$ cat src/rtl/wsa_pkg.sv
package wsa_pkg;

  localparam int CFG_IDX_W  = 3;
  localparam int CFG_DATA_W = 22;
  localparam int INTERVAL_W = 22;
  localparam int VAL_W      = 16;
  localparam int MIN_W      = 16;
  localparam int CNT_OUT_W  = 16;

  typedef enum logic [CFG_IDX_W-1:0] {
    REG_OUTPUT_INTERVAL = 3'd0,
    REG_FIRST_WINDOW    = 3'd1,
    REG_MIN_FIRST       = 3'd2,
    REG_MIN_STEADY      = 3'd3,
    REG_TEMP_HIGH       = 3'd4,
    REG_TEMP_LOW        = 3'd5,
    REG_HUMI_HIGH       = 3'd6,
    REG_HUMI_LOW        = 3'd7
  } cfg_reg_e;

  typedef enum logic {
    KIND_START  = 1'b0,
    KIND_SAMPLE = 1'b1
  } kind_e;

  typedef enum logic [2:0] {
    S_IDLE,
    S_UPDATE,
    S_START,
    S_WAIT,
    S_FLOOR,
    S_EMIT
  } state_e;

  typedef struct packed {
    logic signed [VAL_W-1:0] temp_average;
    logic signed [VAL_W-1:0] humi_average;
    logic [CNT_OUT_W-1:0]    sample_count;
    logic                    empty_window;
    logic                    too_few;
    logic                    time_drift;
    logic                    temp_over;
    logic                    temp_under;
    logic                    humi_over;
    logic                    humi_under;
    logic                    was_first;
  } report_t;

endpackage

$ cat src/rtl/wsa_ifs.sv
interface wsa_cfg_if import wsa_pkg::*; ();
  logic                  valid;
  logic                  ready;
  logic [CFG_IDX_W-1:0]  idx;
  logic [CFG_DATA_W-1:0] wdata;

  modport source (output valid, idx, wdata, input ready);
  modport sink (input valid, idx, wdata, output ready);
endinterface

interface wsa_in_if import wsa_pkg::*; #(
  parameter int STAMP_BITS = 48
) ();
  logic                    valid;
  logic                    ready;
  logic                    kind;
  logic [STAMP_BITS-1:0]   stamp_ms;
  logic                    reading_ok;
  logic signed [VAL_W-1:0] temp_value;
  logic signed [VAL_W-1:0] humi_value;

  modport source (output valid, kind, stamp_ms, reading_ok, temp_value, humi_value,
                  input ready);
  modport sink (input valid, kind, stamp_ms, reading_ok, temp_value, humi_value,
                output ready);
endinterface

interface wsa_out_if import wsa_pkg::*; #(
  parameter int STAMP_BITS = 48
) ();
  logic                    valid;
  logic                    ready;
  logic [STAMP_BITS-1:0]   window_end_ms;
  logic signed [VAL_W-1:0] temp_average;
  logic signed [VAL_W-1:0] humi_average;
  logic [CNT_OUT_W-1:0]    sample_count;
  logic                    empty_window;
  logic                    too_few;
  logic                    time_drift;
  logic                    temp_over;
  logic                    temp_under;
  logic                    humi_over;
  logic                    humi_under;
  logic                    was_first;

  modport source (output valid, window_end_ms, temp_average, humi_average, sample_count,
                  empty_window, too_few, time_drift, temp_over, temp_under, humi_over,
                  humi_under, was_first, input ready);
  modport sink (input valid, window_end_ms, temp_average, humi_average, sample_count,
                empty_window, too_few, time_drift, temp_over, temp_under, humi_over,
                humi_under, was_first, output ready);
endinterface

$ cat src/rtl/windowed_sensor_average_alarm_top.sv
// Two-channel window averager with alarm flags. A start beat sets the first window end to
// its stamp plus first_window_ms; sample beats with reading_ok add to the sums and count, and
// a sample whose stamp reaches the window end produces one report, after which the next end
// is the next multiple of the output interval past that stamp. A start beat or a sample that
// closes no window goes through the update state back to idle before the next input beat.
// A closing sample goes on through the start, wait, floor and emit states, its report
// registered as the state leaves emit for idle; the wait lasts until the longest of the
// bit-serial dividers is done, the one that reduces the stamp modulo the interval and the
// two average dividers running alongside it. A report still waiting in the output register
// holds a closing sample in its last step until the register is taken; the input is taken
// again while that report waits. Configuration writes are accepted every cycle.
module windowed_sensor_average_alarm_top import wsa_pkg::*; #(
  parameter int DRIFT_TOLERANCE_MS = 100,
  parameter int STAMP_BITS         = 48,
  parameter int COUNT_BITS         = 16
) (
  input  logic       clk_i,
  input  logic       rst_ni,
  wsa_cfg_if.sink    cfg_i,
  wsa_in_if.sink     in_i,
  wsa_out_if.source  out_o
);

  localparam int AccW    = VAL_W + COUNT_BITS;
  localparam int CntExtW = (COUNT_BITS > CNT_OUT_W) ? COUNT_BITS : CNT_OUT_W;

  state_e state_q, state_d;

  // configuration
  logic [INTERVAL_W-1:0]   interval_q;
  logic [INTERVAL_W-1:0]   first_win_q;
  logic [MIN_W-1:0]        min_first_q;
  logic [MIN_W-1:0]        min_steady_q;
  logic signed [VAL_W-1:0] t_hi_q, t_lo_q, h_hi_q, h_lo_q;

  // captured beat
  logic                    kind_q;
  logic [STAMP_BITS-1:0]   stamp_q;
  logic                    ok_q;
  logic signed [VAL_W-1:0] tv_q, hv_q;

  // window state
  logic [STAMP_BITS-1:0]  first_bnd_q, next_bnd_q, last_good_q;
  logic                   first_done_q;
  logic signed [AccW-1:0] t_acc_q, h_acc_q;
  logic [COUNT_BITS-1:0]  cnt_q;

  // close work
  logic [STAMP_BITS-1:0] bound_q, dist_q, floor_q;
  logic                  was_first_q;

  // result
  logic                  out_valid_q;
  logic [STAMP_BITS-1:0] out_end_q;
  report_t               out_rep_q, rep_c;

  logic                  in_acc, div_start, emit;
  logic [STAMP_BITS-1:0] bound_c;
  logic [INTERVAL_W-1:0] interval_eff;
  logic [AccW-1:0]       t_mag, h_mag, t_quot, h_quot, t_sq, h_sq;
  logic                  t_busy, h_busy, s_busy;
  logic [STAMP_BITS-1:0] s_quot;
  logic [INTERVAL_W-1:0] s_rem;
  logic [COUNT_BITS-1:0] t_rem, h_rem;
  logic [CntExtW-1:0]    cnt_ext, min_ext;

  assign cfg_i.ready = 1'b1;

  always_ff @(posedge clk_i or negedge rst_ni) begin
    if (!rst_ni) begin
      interval_q   <= INTERVAL_W'(1000);
      first_win_q  <= INTERVAL_W'(1000);
      min_first_q  <= '0;
      min_steady_q <= '0;
      t_hi_q       <= 16'sh7fff;
      t_lo_q       <= 16'sh8000;
      h_hi_q       <= 16'sh7fff;
      h_lo_q       <= 16'sh8000;
    end else if (cfg_i.valid) begin
      case (cfg_reg_e'(cfg_i.idx))
        REG_OUTPUT_INTERVAL: interval_q   <= cfg_i.wdata;
        REG_FIRST_WINDOW:    first_win_q  <= cfg_i.wdata;
        REG_MIN_FIRST:       min_first_q  <= cfg_i.wdata[MIN_W-1:0];
        REG_MIN_STEADY:      min_steady_q <= cfg_i.wdata[MIN_W-1:0];
        REG_TEMP_HIGH:       t_hi_q       <= cfg_i.wdata[VAL_W-1:0];
        REG_TEMP_LOW:        t_lo_q       <= cfg_i.wdata[VAL_W-1:0];
        REG_HUMI_HIGH:       h_hi_q       <= cfg_i.wdata[VAL_W-1:0];
        REG_HUMI_LOW:        h_lo_q       <= cfg_i.wdata[VAL_W-1:0];
        default: ;
      endcase
    end
  end

  assign in_i.ready   = (state_q == S_IDLE);
  assign in_acc       = in_i.valid && in_i.ready;
  assign bound_c      = first_done_q ? next_bnd_q : first_bnd_q;
  assign interval_eff = (interval_q == '0) ? INTERVAL_W'(1) : interval_q;

  always_ff @(posedge clk_i or negedge rst_ni) begin
    if (!rst_ni) begin
      state_q <= S_IDLE;
    end else begin
      state_q <= state_d;
    end
  end

  always_comb begin
    state_d   = state_q;
    div_start = 1'b0;
    emit      = 1'b0;
    case (state_q)
      S_IDLE: begin
        if (in_acc) begin
          state_d = S_UPDATE;
        end
      end
      S_UPDATE: begin
        if (kind_q == KIND_START || stamp_q < bound_c) begin
          state_d = S_IDLE;
        end else begin
          state_d = S_START;
        end
      end
      S_START: begin
        div_start = 1'b1;
        state_d   = S_WAIT;
      end
      S_WAIT: begin
        if (!t_busy && !h_busy && !s_busy) begin
          state_d = S_FLOOR;
        end
      end
      S_FLOOR: begin
        state_d = S_EMIT;
      end
      S_EMIT: begin
        if (!out_valid_q || out_o.ready) begin
          emit    = 1'b1;
          state_d = S_IDLE;
        end
      end
      default: state_d = S_IDLE;
    endcase
  end

  always_ff @(posedge clk_i) begin
    if (in_acc) begin
      kind_q  <= in_i.kind;
      stamp_q <= in_i.stamp_ms;
      ok_q    <= in_i.reading_ok;
      tv_q    <= in_i.temp_value;
      hv_q    <= in_i.humi_value;
    end
    if (state_q == S_UPDATE) begin
      bound_q     <= bound_c;
      was_first_q <= !first_done_q;
    end
    if (state_q == S_START) begin
      dist_q <= (last_good_q >= bound_q) ? last_good_q - bound_q : bound_q - last_good_q;
    end
    if (state_q == S_FLOOR) begin
      floor_q <= stamp_q - STAMP_BITS'(s_rem);
    end
    if (emit) begin
      out_end_q <= bound_q;
      out_rep_q <= rep_c;
    end
  end

  always_ff @(posedge clk_i or negedge rst_ni) begin
    if (!rst_ni) begin
      first_bnd_q  <= '0;
      next_bnd_q   <= '0;
      first_done_q <= 1'b0;
      t_acc_q      <= '0;
      h_acc_q      <= '0;
      cnt_q        <= '0;
      last_good_q  <= '0;
    end else if (state_q == S_UPDATE) begin
      if (kind_q == KIND_START) begin
        first_bnd_q  <= stamp_q + STAMP_BITS'(first_win_q);
        first_done_q <= 1'b0;
        t_acc_q      <= '0;
        h_acc_q      <= '0;
        cnt_q        <= '0;
        last_good_q  <= '0;
      end else if (ok_q) begin
        if (cnt_q != '1) begin
          t_acc_q <= t_acc_q + AccW'(tv_q);
          h_acc_q <= h_acc_q + AccW'(hv_q);
          cnt_q   <= cnt_q + COUNT_BITS'(1);
        end
        last_good_q <= stamp_q;
      end
    end else if (emit) begin
      next_bnd_q   <= floor_q + STAMP_BITS'(interval_eff);
      first_done_q <= 1'b1;
      t_acc_q      <= '0;
      h_acc_q      <= '0;
      cnt_q        <= '0;
    end
  end

  always_ff @(posedge clk_i or negedge rst_ni) begin
    if (!rst_ni) begin
      out_valid_q <= 1'b0;
    end else if (emit) begin
      out_valid_q <= 1'b1;
    end else if (out_o.ready) begin
      out_valid_q <= 1'b0;
    end
  end

  assign t_mag = t_acc_q[AccW-1] ? AccW'(-t_acc_q) : AccW'(t_acc_q);
  assign h_mag = h_acc_q[AccW-1] ? AccW'(-h_acc_q) : AccW'(h_acc_q);

  wsa_serdiv #(.DVD_W(AccW), .DVS_W(COUNT_BITS)) u_tdiv (
    .clk_i, .rst_ni, .start_i(div_start), .dividend_i(t_mag), .divisor_i(cnt_q),
    .busy_o(t_busy), .quot_o(t_quot), .rem_o(t_rem)
  );

  wsa_serdiv #(.DVD_W(AccW), .DVS_W(COUNT_BITS)) u_hdiv (
    .clk_i, .rst_ni, .start_i(div_start), .dividend_i(h_mag), .divisor_i(cnt_q),
    .busy_o(h_busy), .quot_o(h_quot), .rem_o(h_rem)
  );

  wsa_serdiv #(.DVD_W(STAMP_BITS), .DVS_W(INTERVAL_W)) u_sdiv (
    .clk_i, .rst_ni, .start_i(div_start), .dividend_i(stamp_q), .divisor_i(interval_eff),
    .busy_o(s_busy), .quot_o(s_quot), .rem_o(s_rem)
  );

  // truncation toward zero: divide magnitudes, restore sign
  assign t_sq    = t_acc_q[AccW-1] ? -t_quot : t_quot;
  assign h_sq    = h_acc_q[AccW-1] ? -h_quot : h_quot;
  assign cnt_ext = CntExtW'(cnt_q);
  assign min_ext = CntExtW'(was_first_q ? min_first_q : min_steady_q);

  always_comb begin
    rep_c              = '0;
    rep_c.was_first    = was_first_q;
    rep_c.sample_count = (cnt_ext > CntExtW'({CNT_OUT_W{1'b1}})) ? {CNT_OUT_W{1'b1}}
                                                                  : cnt_ext[CNT_OUT_W-1:0];
    if (cnt_q == '0) begin
      rep_c.empty_window = 1'b1;
    end else begin
      rep_c.temp_average = t_sq[VAL_W-1:0];
      rep_c.humi_average = h_sq[VAL_W-1:0];
      rep_c.too_few      = cnt_ext < min_ext;
      rep_c.time_drift   = dist_q > STAMP_BITS'(DRIFT_TOLERANCE_MS);
      rep_c.temp_over    = $signed(t_sq[VAL_W-1:0]) > t_hi_q;
      rep_c.temp_under   = $signed(t_sq[VAL_W-1:0]) < t_lo_q;
      rep_c.humi_over    = $signed(h_sq[VAL_W-1:0]) > h_hi_q;
      rep_c.humi_under   = $signed(h_sq[VAL_W-1:0]) < h_lo_q;
    end
  end

  assign out_o.valid         = out_valid_q;
  assign out_o.window_end_ms = out_end_q;
  assign out_o.temp_average  = out_rep_q.temp_average;
  assign out_o.humi_average  = out_rep_q.humi_average;
  assign out_o.sample_count  = out_rep_q.sample_count;
  assign out_o.empty_window  = out_rep_q.empty_window;
  assign out_o.too_few       = out_rep_q.too_few;
  assign out_o.time_drift    = out_rep_q.time_drift;
  assign out_o.temp_over     = out_rep_q.temp_over;
  assign out_o.temp_under    = out_rep_q.temp_under;
  assign out_o.humi_over     = out_rep_q.humi_over;
  assign out_o.humi_under    = out_rep_q.humi_under;
  assign out_o.was_first     = out_rep_q.was_first;

`ifndef SYNTHESIS
  a_emit_after_div: assert property (@(posedge clk_i) disable iff (!rst_ni)
    state_q == S_EMIT |-> !t_busy && !h_busy && !s_busy)
    else $error("report formed while a divider is busy");

  a_empty_sums: assert property (@(posedge clk_i) disable iff (!rst_ni)
    cnt_q == '0 |-> t_acc_q == '0 && h_acc_q == '0)
    else $error("sums nonzero with empty window");

  a_beat_from_emit: assert property (@(posedge clk_i) disable iff (!rst_ni)
    $rose(out_valid_q) |-> $past(state_q == S_EMIT))
    else $error("report beat raised outside emit");
`endif

endmodule

$ cat src/rtl/wsa_serdiv.sv
module wsa_serdiv import wsa_pkg::*; #(
  parameter int DVD_W = 48,
  parameter int DVS_W = 22
) (
  input  logic             clk_i,
  input  logic             rst_ni,
  input  logic             start_i,
  input  logic [DVD_W-1:0] dividend_i,
  input  logic [DVS_W-1:0] divisor_i,
  output logic             busy_o,
  output logic [DVD_W-1:0] quot_o,
  output logic [DVS_W-1:0] rem_o
);

  localparam int CntW = $clog2(DVD_W + 1);

  logic             busy_q;
  logic [CntW-1:0]  cnt_q;
  logic [DVD_W-1:0] dvd_q;
  logic [DVS_W-1:0] rem_q;
  logic [DVS_W-1:0] dvs_q;
  logic [DVS_W:0]   trial;
  logic [DVS_W:0]   diff;
  logic             fits;

  // restoring division, one quotient bit per cycle
  assign trial = {rem_q, dvd_q[DVD_W-1]};
  assign diff  = trial - {1'b0, dvs_q};
  assign fits  = trial >= {1'b0, dvs_q};

  always_ff @(posedge clk_i or negedge rst_ni) begin
    if (!rst_ni) begin
      busy_q <= 1'b0;
      cnt_q  <= '0;
    end else if (start_i && !busy_q) begin
      busy_q <= 1'b1;
      cnt_q  <= CntW'(DVD_W);
    end else if (busy_q) begin
      cnt_q <= cnt_q - CntW'(1);
      if (cnt_q == CntW'(1)) begin
        busy_q <= 1'b0;
      end
    end
  end

  always_ff @(posedge clk_i) begin
    if (start_i && !busy_q) begin
      dvd_q <= dividend_i;
      rem_q <= '0;
      dvs_q <= divisor_i;
    end else if (busy_q) begin
      dvd_q <= {dvd_q[DVD_W-2:0], fits};
      rem_q <= fits ? diff[DVS_W-1:0] : trial[DVS_W-1:0];
    end
  end

  assign busy_o = busy_q;
  assign quot_o = dvd_q;
  assign rem_o  = rem_q;

`ifndef SYNTHESIS
  a_idle_cnt_zero: assert property (@(posedge clk_i) disable iff (!rst_ni)
    !busy_q |-> cnt_q == '0)
    else $error("divider idle with nonzero step count");

  a_rem_below_dvs: assert property (@(posedge clk_i) disable iff (!rst_ni)
    busy_q && dvs_q != '0 |-> rem_q < dvs_q)
    else $error("partial remainder not below divisor");

  a_start_loads: assert property (@(posedge clk_i) disable iff (!rst_ni)
    start_i && !busy_q |=> busy_q && cnt_q == CntW'(DVD_W))
    else $error("divider did not start");
`endif

endmodule
$ cat src/flat_wrapper.sv
// flat-port wrapper written by rule: the top's interface ports become plain ports
module windowed_sensor_average_alarm_top_flat import wsa_pkg::*;
#(
  parameter int DRIFT_TOLERANCE_MS = 100,
  parameter int STAMP_BITS         = 48,
  parameter int COUNT_BITS         = 16
)
  (clk_i, rst_ni, cfg_i_valid, cfg_i_idx, cfg_i_wdata, cfg_i_ready, in_i_valid, in_i_kind, in_i_stamp_ms, in_i_reading_ok, in_i_temp_value, in_i_humi_value, in_i_ready, out_o_valid, out_o_window_end_ms, out_o_temp_average, out_o_humi_average, out_o_sample_count, out_o_empty_window, out_o_too_few, out_o_time_drift, out_o_temp_over, out_o_temp_under, out_o_humi_over, out_o_humi_under, out_o_was_first, out_o_ready);
  wsa_cfg_if cfg_i_i ();
  wsa_in_if #(.STAMP_BITS(STAMP_BITS)) in_i_i ();
  wsa_out_if #(.STAMP_BITS(STAMP_BITS)) out_o_i ();
  input  logic clk_i;
  input  logic rst_ni;
  input wire logic [$bits(cfg_i_i.valid)-1:0] cfg_i_valid;
  input wire logic [$bits(cfg_i_i.idx)-1:0] cfg_i_idx;
  input wire logic [$bits(cfg_i_i.wdata)-1:0] cfg_i_wdata;
  output wire logic [$bits(cfg_i_i.ready)-1:0] cfg_i_ready;
  input wire logic [$bits(in_i_i.valid)-1:0] in_i_valid;
  input wire logic [$bits(in_i_i.kind)-1:0] in_i_kind;
  input wire logic [$bits(in_i_i.stamp_ms)-1:0] in_i_stamp_ms;
  input wire logic [$bits(in_i_i.reading_ok)-1:0] in_i_reading_ok;
  input wire logic [$bits(in_i_i.temp_value)-1:0] in_i_temp_value;
  input wire logic [$bits(in_i_i.humi_value)-1:0] in_i_humi_value;
  output wire logic [$bits(in_i_i.ready)-1:0] in_i_ready;
  output wire logic [$bits(out_o_i.valid)-1:0] out_o_valid;
  output wire logic [$bits(out_o_i.window_end_ms)-1:0] out_o_window_end_ms;
  output wire logic [$bits(out_o_i.temp_average)-1:0] out_o_temp_average;
  output wire logic [$bits(out_o_i.humi_average)-1:0] out_o_humi_average;
  output wire logic [$bits(out_o_i.sample_count)-1:0] out_o_sample_count;
  output wire logic [$bits(out_o_i.empty_window)-1:0] out_o_empty_window;
  output wire logic [$bits(out_o_i.too_few)-1:0] out_o_too_few;
  output wire logic [$bits(out_o_i.time_drift)-1:0] out_o_time_drift;
  output wire logic [$bits(out_o_i.temp_over)-1:0] out_o_temp_over;
  output wire logic [$bits(out_o_i.temp_under)-1:0] out_o_temp_under;
  output wire logic [$bits(out_o_i.humi_over)-1:0] out_o_humi_over;
  output wire logic [$bits(out_o_i.humi_under)-1:0] out_o_humi_under;
  output wire logic [$bits(out_o_i.was_first)-1:0] out_o_was_first;
  input wire logic [$bits(out_o_i.ready)-1:0] out_o_ready;
  assign cfg_i_i.valid = cfg_i_valid;
  assign cfg_i_i.idx = cfg_i_idx;
  assign cfg_i_i.wdata = cfg_i_wdata;
  assign cfg_i_ready = cfg_i_i.ready;
  assign in_i_i.valid = in_i_valid;
  assign in_i_i.kind = in_i_kind;
  assign in_i_i.stamp_ms = in_i_stamp_ms;
  assign in_i_i.reading_ok = in_i_reading_ok;
  assign in_i_i.temp_value = in_i_temp_value;
  assign in_i_i.humi_value = in_i_humi_value;
  assign in_i_ready = in_i_i.ready;
  assign out_o_valid = out_o_i.valid;
  assign out_o_window_end_ms = out_o_i.window_end_ms;
  assign out_o_temp_average = out_o_i.temp_average;
  assign out_o_humi_average = out_o_i.humi_average;
  assign out_o_sample_count = out_o_i.sample_count;
  assign out_o_empty_window = out_o_i.empty_window;
  assign out_o_too_few = out_o_i.too_few;
  assign out_o_time_drift = out_o_i.time_drift;
  assign out_o_temp_over = out_o_i.temp_over;
  assign out_o_temp_under = out_o_i.temp_under;
  assign out_o_humi_over = out_o_i.humi_over;
  assign out_o_humi_under = out_o_i.humi_under;
  assign out_o_was_first = out_o_i.was_first;
  assign out_o_i.ready = out_o_ready;
  windowed_sensor_average_alarm_top #(.DRIFT_TOLERANCE_MS(DRIFT_TOLERANCE_MS), .STAMP_BITS(STAMP_BITS), .COUNT_BITS(COUNT_BITS)) u_core (.clk_i(clk_i), .rst_ni(rst_ni), .cfg_i(cfg_i_i), .in_i(in_i_i), .out_o(out_o_i));
endmodule
$ cat config.mk
export PLATFORM = sky130hd
export DESIGN_NAME = windowed_sensor_average_alarm_top_flat
export DESIGN_NICKNAME = d
export VERILOG_FILES = /design/src/rtl/wsa_pkg.sv /design/src/rtl/wsa_ifs.sv /design/src/rtl/windowed_sensor_average_alarm_top.sv /design/src/rtl/wsa_serdiv.sv /design/src/flat_wrapper.sv
export SDC_FILE = /design/constraint.sdc
export NUM_CORES = 2
export LEC_CHECK = 0
export ABC_AREA = 1
export BUFFER_PORTS_ARGS = -buffer_cell sky130_fd_sc_hd__buf_2
export CORE_ASPECT_RATIO = 0.6
export CORE_MARGIN = 5
export CORE_UTILIZATION = 55
export DETAILED_ROUTE_END_ITERATION = 10
export PLACE_DENSITY_LB_ADDON = 0.2
export SYNTH_ARGS = -nofsm -noshare
export SYNTH_HDL_FRONTEND = slang
export SYNTH_SLANG_ARGS = --single-unit
$ cat constraint.sdc
create_clock -name clk_i -period 6.66 [get_ports clk_i]
set_input_delay 0 -clock clk_i [delete_from_list [all_inputs] [get_ports clk_i]]
set_output_delay 0 -clock clk_i [all_outputs]
set_load 0.02 [all_outputs]
# After elaboration in Yosys (flattened, before gate mapping)

Index checks and enable logic that the tools add are counted.

Bits in registers: 941
Input port bits: 112
Logic and storage cells: 206

$add $sub $neg: 18
$lt $le $gt $ge: 12
Equal/unequal tests: 23
Muxes and demuxes: 62
Bitwise logic cells: 2
Reductions and logical operators: 36

Operators by type and width:

| cell                | number |
|---|---|
| $mux 32             | 15 |
| $mux 48             | 6 |
| $mux 16             | 10 |
| $add 48x22->48      | 2 |
| $sub 48x48->48      | 2 |
| $add 32x16->32      | 2 |
| $neg 32->32         | 2 |
| $ge 48x48->1        | 1 |
| $gt 48x7->1 const B | 1 |
| $lt 16x16->1        | 3 |
| $lt 48x48->1        | 1 |
| $sub 48x22->48      | 1 |
| $mux 22             | 2 |
| $mux 6              | 6 |
| $ge 17x16->1        | 2 |
| $gt 16x16->1        | 2 |
| $neg 16->16         | 2 |
| $sub 16x16->16      | 2 |
| $reduce_and 2->1    | 12 |
| $ge 23x22->1        | 1 |
| $logic_not 22->1    | 1 |
| $sub 22x22->22      | 1 |
| $eq 3x3->1 const B  | 6 |
| $eq 6x1->1 const B  | 3 |
| 21 further kinds    | 67 |

# Longest topological paths before layout

Depth after elaboration: 6
Mapped depth: 18

# Hierarchy

A second synthesis with hierarchy kept.

Cells, all modules: 8258
Area total of the unflattened synthesis: 62267.2 um^2

By module, submodules not included:

| module                            | instances | cells an instance | area each (um^2) |
|---|---|---|---|
| windowed_sensor_average_alarm_top | 1         | 6458              | 48306.3 |
| wsa_serdiv (u_core.u_hdiv ...)    | 2         | 524               | 4096.4 |
| wsa_serdiv (u_core.u_sdiv)        | 1         | 752               | 5768.0 |

# Worst setup path before layout

No wires, ideal clock.

Path kind: register to register
Start: register u_core.state_q[2]
End: register u_core.hv_q[0] (enable)
Arrival time: 4.570 ns
Data required time: 6.137 ns
Path slack: 1.567 ns
Cell stages (with the launch flop): 4
Path buffers: 0
Cells stage by stage: dfrtp_1 nor3_1 inv_1 nor2_1

Word-level cells in the longest chain between the ends: 2

RTL lines:

| element                | RTL line                                 | text |
|---|---|---|
| start, declared        | windowed_sensor_average_alarm_top.sv:27  | `state_e state_q, state_d;` |
| start signal, assigned | windowed_sensor_average_alarm_top.sv:103 | `state_q <= state_d;` |
| $logic_not 3->1        | windowed_sensor_average_alarm_top.sv:94  | `assign in_i.ready = (state_q == S_IDLE);` |
| net in_i_ready         | flat_wrapper.sv:24                       | `output wire logic [$bits(in_i_i.ready)-1:0] in_i_ready;` |
| $logic_and 1x1->1      | windowed_sensor_average_alarm_top.sv:95  | `assign in_acc = in_i.valid && in_i.ready;` |
| net u_core.in_acc      | windowed_sensor_average_alarm_top.sv:57  | `logic in_acc, div_start, emit;` |
| end signal, assigned   | windowed_sensor_average_alarm_top.sv:152 | `hv_q <= in_i.humi_value;` |
| end, declared          | windowed_sensor_average_alarm_top.sv:40  | `logic signed [VAL_W-1:0] tv_q, hv_q;` |

The timed path passes the listed nets, and every way through them passes these cells.
A chain may end at the register's enable or synchronous reset.

# Worst setup path in the final report

Start: register u_core.state_q[0]
End: register u_core.t_acc_q[2]

Word-level cells in the longest chain between the ends: 4
Elaborated cells between the ends (all ways): 8

RTL lines:

| element                     | RTL line                                 | text |
|---|---|---|
| $eq 3x3->1                  | windowed_sensor_average_alarm_top.sv:111 | `case (state_q)` |
| $mux 1                      | windowed_sensor_average_alarm_top.sv:111 |  |
| $reduce_bool 2->1 (no line) | --                                       |  |
| $reduce_and 3->1 (no line)  | --                                       |  |
| end signal, assigned        | windowed_sensor_average_alarm_top.sv:189 | `t_acc_q <= t_acc_q + AccW'(tv_q);` |
| end, declared               | windowed_sensor_average_alarm_top.sv:45  | `logic signed [AccW-1:0] t_acc_q, h_acc_q;` |

Parallel ways exist; a longest one is shown, timed or not.

==> run_results.csv <==
group,metric,value,unit
timing,relSlewSlack,0.101,
clocking,cts_setup_buffers,0,
grt,grt_pass1_wl,319,mm
synth,synthesis.area,59900,µm²
grt,grt_overflow_total,0,
detailed_routing,post_drt_wl_per_cell,22.7,µm
clocking,cts-root-buf,"clkbuf_16",
placement,placed_cell_area,62300,µm²
synth,ys.warnings.count,0,
clocking,cts_buffer_depth,3,
clocking,htreeDepth,3,
synth,syn_area_per_cell,7.87,µm²
synth,ys_seq_area_frac,0.431,
placement,gp_congestion,1.03,
power,p_switching,0.0172,W
final_layout,layout-drive-gt1-share,0.0716,
synth,async_reset_ff_frac,0.414,
synth,synthDistinctLibCells,66,
critical_path,critPathKind,"register to register",
timing,finalCriticalPeriod,4.62,ns
placement,portBuffers,217,
power,clock_power_share,0.159,
run_status,run_status,"finished clean",
critical_path,timing.rr.start,"u_core.state_q[0]$_DFFE_PN0P_",
detailed_routing,first_pass_iters,7,
synth,synth-seq-cells,941,
die,core_area,108000,µm²
critical_path,rr_worst_depth,14,
grt,grt_pass1_vias,50400,
detailed_routing,vias,55500,
timing,report.final.hold_viol_count,0,
critical_path,cp-end-kind,"register",
final_layout,layout_commonest_cell,"nand2_1",
final_layout,layout_common_cells,"nand2_1, inv_1, o21ai_0",
critical_path,r2r_setup_slack,2.04,ns
timing,max_freq,217,MHz
placement,dpl.hpwl,166,mm
critical_path,critPathMaxFanout,48,
die,die_area,116000,µm²
final_layout,fin_area,67300,µm²
synth,synth-edff-count,497,
critical_path,slowest_delay,0.87,ns
critical_path,worstPathCellList,"inv_2, nor2_1, nand2_1, inv_2, o21ai_1, inv_2, o21ai_4, buf_4, inv_2, nand2_2, buf_4, inv_2, o21ai_0, o22ai_1",
grt,antenna_found_initial,7,
clocking,cts_tree,"yes",
critical_path,arrival,5.22,ns
synth,ys_top_cells_by_area,"edfxtp_1, dfrtp_1, nand2_1",
detailed_routing,ant_nets,0,
power,peakVddDrop,265,µV
synth,ys.flop_type,"edfxtp_1",
power,power_density,520,nW/µm²
detailed_routing,drc,0,
die,start_util,0.556,
critical_path,worstReg2RegEnd,"u_core.t_acc_q[2]$_DFFE_PN0P_",
run,maxCapViolCount,0,
grt,grt_usage,0.361,
critical_path,crit_buf_inv,7,
synth,synth_nets,8150,
synth,synth_top_area_cell,"edfxtp_1",
power,p_int,0.0178,W
clocking,clk_pin_slew,0.07,ns
timing,fin_skew,0.0327,ns
final_layout,nets,8482,
critical_path,path_depth,14,
power,finalPower,0.0350,W
critical_path,crit_slowest_cell,"inv_2",
synth,synthesis.instances,7615,
detailed_routing,viasPerCell,5.87,
die,rows,93,
die,die_h,266,µm
die,die_w,436,µm
clocking,cts_made_buffers,93,
critical_path,cp-start-kind,"register",
synth,synth_top_area_share,0.249,
timing,rsz0062_at_grt,"no",
power,leakagePower,31.5,nW
die,io_pins,219,
detailed_routing,dr.first_iter.drc_count,7398,
timing,tightest_slew,1.33,ns
power,swShare,0.492,
critical_path,critPathTopFamily,"buffers and inverters",
critical_path,worst_ep_required_time,7.27,ns
power,seq_power_share,0.306,
detailed_routing,finalWirelength,215,mm
power,power_frac_comb,0.535,
critical_path,endpoint,"u_core.t_acc_q[2]$_DFFE_PN0P_",
timing,fin_hold_ws,0.0278,ns
clocking,cts.sinks,941,
timing,setup_tns,0,ns
clocking,insertion_delay,0.73,ns
grt,grt_max_degree,155,
timing,fin_crit_sh,0.693,
critical_path,cpMostUsedCell,"inv_2",
min_path,hp-class,"input pin to register",
critical_path,critical_path.startpoint,"u_core.state_q[0]$_DFFE_PN0P_",
final_layout,area_growth,12.3,%
timing,finalMaxSlewViolations,0,
timing,setup_violations,0,
how the worst min path moves through the flow:
stage               slack (ns)                             end                 from  cells after the start
floorplan                -0.30   u_core.cnt_ext[0]$_DFFE_PN0P_               rst_ni                      0
global placement         0.002  u_core.t_acc_q[29]$_DFFE_PN0P_               rst_ni                      1
detailed placement       0.005  u_core.t_acc_q[30]$_DFFE_PN0P_               rst_ni                      1
CTS                     0.0001    u_core.stamp_q[18]$_DFFE_PP_    in_i_stamp_ms[18]                      2
global route              0.01       u_core.hv_q[14]$_DFFE_PP_  in_i_humi_value[14]                      2
finish                    0.03       u_core.hv_q[15]$_DFFE_PP_  in_i_humi_value[15]                      2
cells in the mapped netlist (all sizes together) (3+ instances only):
cell     count
mux2i       15
xor2       178
dfstp       44
o211ai      30
nand3b      11
a211oi       5
a21boi      15
nand4      106
and3         5
nand3      364
ha         413
nor2       596
nor3       106
a21oi      462
buf         60
dfxtp       54
or3          3
nand2     1960
xnor2       83
o2111ai      4
a31oi       32
o21bai      43
nor3b        6
inv       1039
o22ai       74
nor4        35
dfrtp      346
clkbuf     143
edfxtp     497
o21a        13
o21ai      737
a21o        37
fa          10
clkinv       4
or2         57
and2         4
o31ai        9
layer usage:
layer | GRT usage | wire length, µm | share of wire
met5 | 0 | 26 | 0.00012
met4 | 0.0750 | 4660 | 0.022
met3 | 0.132 | 31200 | 0.15
met2 | 0.456 | 78700 | 0.37
met1 | 0.578 | 100000 | 0.47
power groups by stage:
| stage | sequential [W] | clock [W] | combinational (W) |
|---|---|---|---|
| CTS | 0.0106 | 0.00558 | 0.0181 |
| global placement | 0.0106 | 0 | 0.0177 |
| detailed placement | 0.0107 | 0 | 0.0179 |
| finish | 0.0107 | 0.00557 | 0.0187 |
| floorplan | 0.00994 | 0 | 0.0126 |
| global route | 0.0108 | 0.00583 | 0.0207 |
per-stage QoR:
| stage | instances | util | setup WS [ns] |
|---|---|---|---|
| after detailed placement | 9094 | 0.578 | 2.19 |
| final | 9458 | 0.625 | 2.04 |
| after CTS | 9453 | 0.624 | 2.16 |
| after floorplan | 7615 | - | 1.57 |
| after global routing | 9455 | 0.624 | 1.76 |
| after global placement | 9094 | 0.578 | 2.29 |
cell type report:
cell class,count,area [µm²]
well taps,1425,1780
multi-input cells,5428,29300
flip-flops and latches,941,25800
fillers,9525,40500
inverters,1043,3920
clock buffers,143,2810
clock inverters,33,334
diodes,5,12.5
repair buffers,440,3270
kinds of logic (layout without fill, tap and decap cells):
| family | after synthesis | in the layout | share of synthesized area |
|---|---|---|---|
| AND/OR/NAND/NOR | 3256 | 3256 | 0.226 |
| AO/OA/AOI/OAI | 1472 | 1472 | 0.133 |
| buffers and inverters | 1246 | 1659 | 0.0800 |
| flip-flops | 941 | 941 | 0.431 |
| adder cells (fa/ha/maj) | 423 | 423 | 0.0896 |
| XOR/XNOR | 261 | 261 | 0.0382 |
| multiplexers | 15 | 15 | 0.00251 |
| other | 1 | 6 | 0.0000626 |
repair_timing:
item / CTS / global route
resized for setup: 0 / 0
setup endpoints to repair: 0 / 0
endpoints found under the hold margin: 398 / 0
hold buffers: 183 / 0
Power figures use the tool's default switching activity.
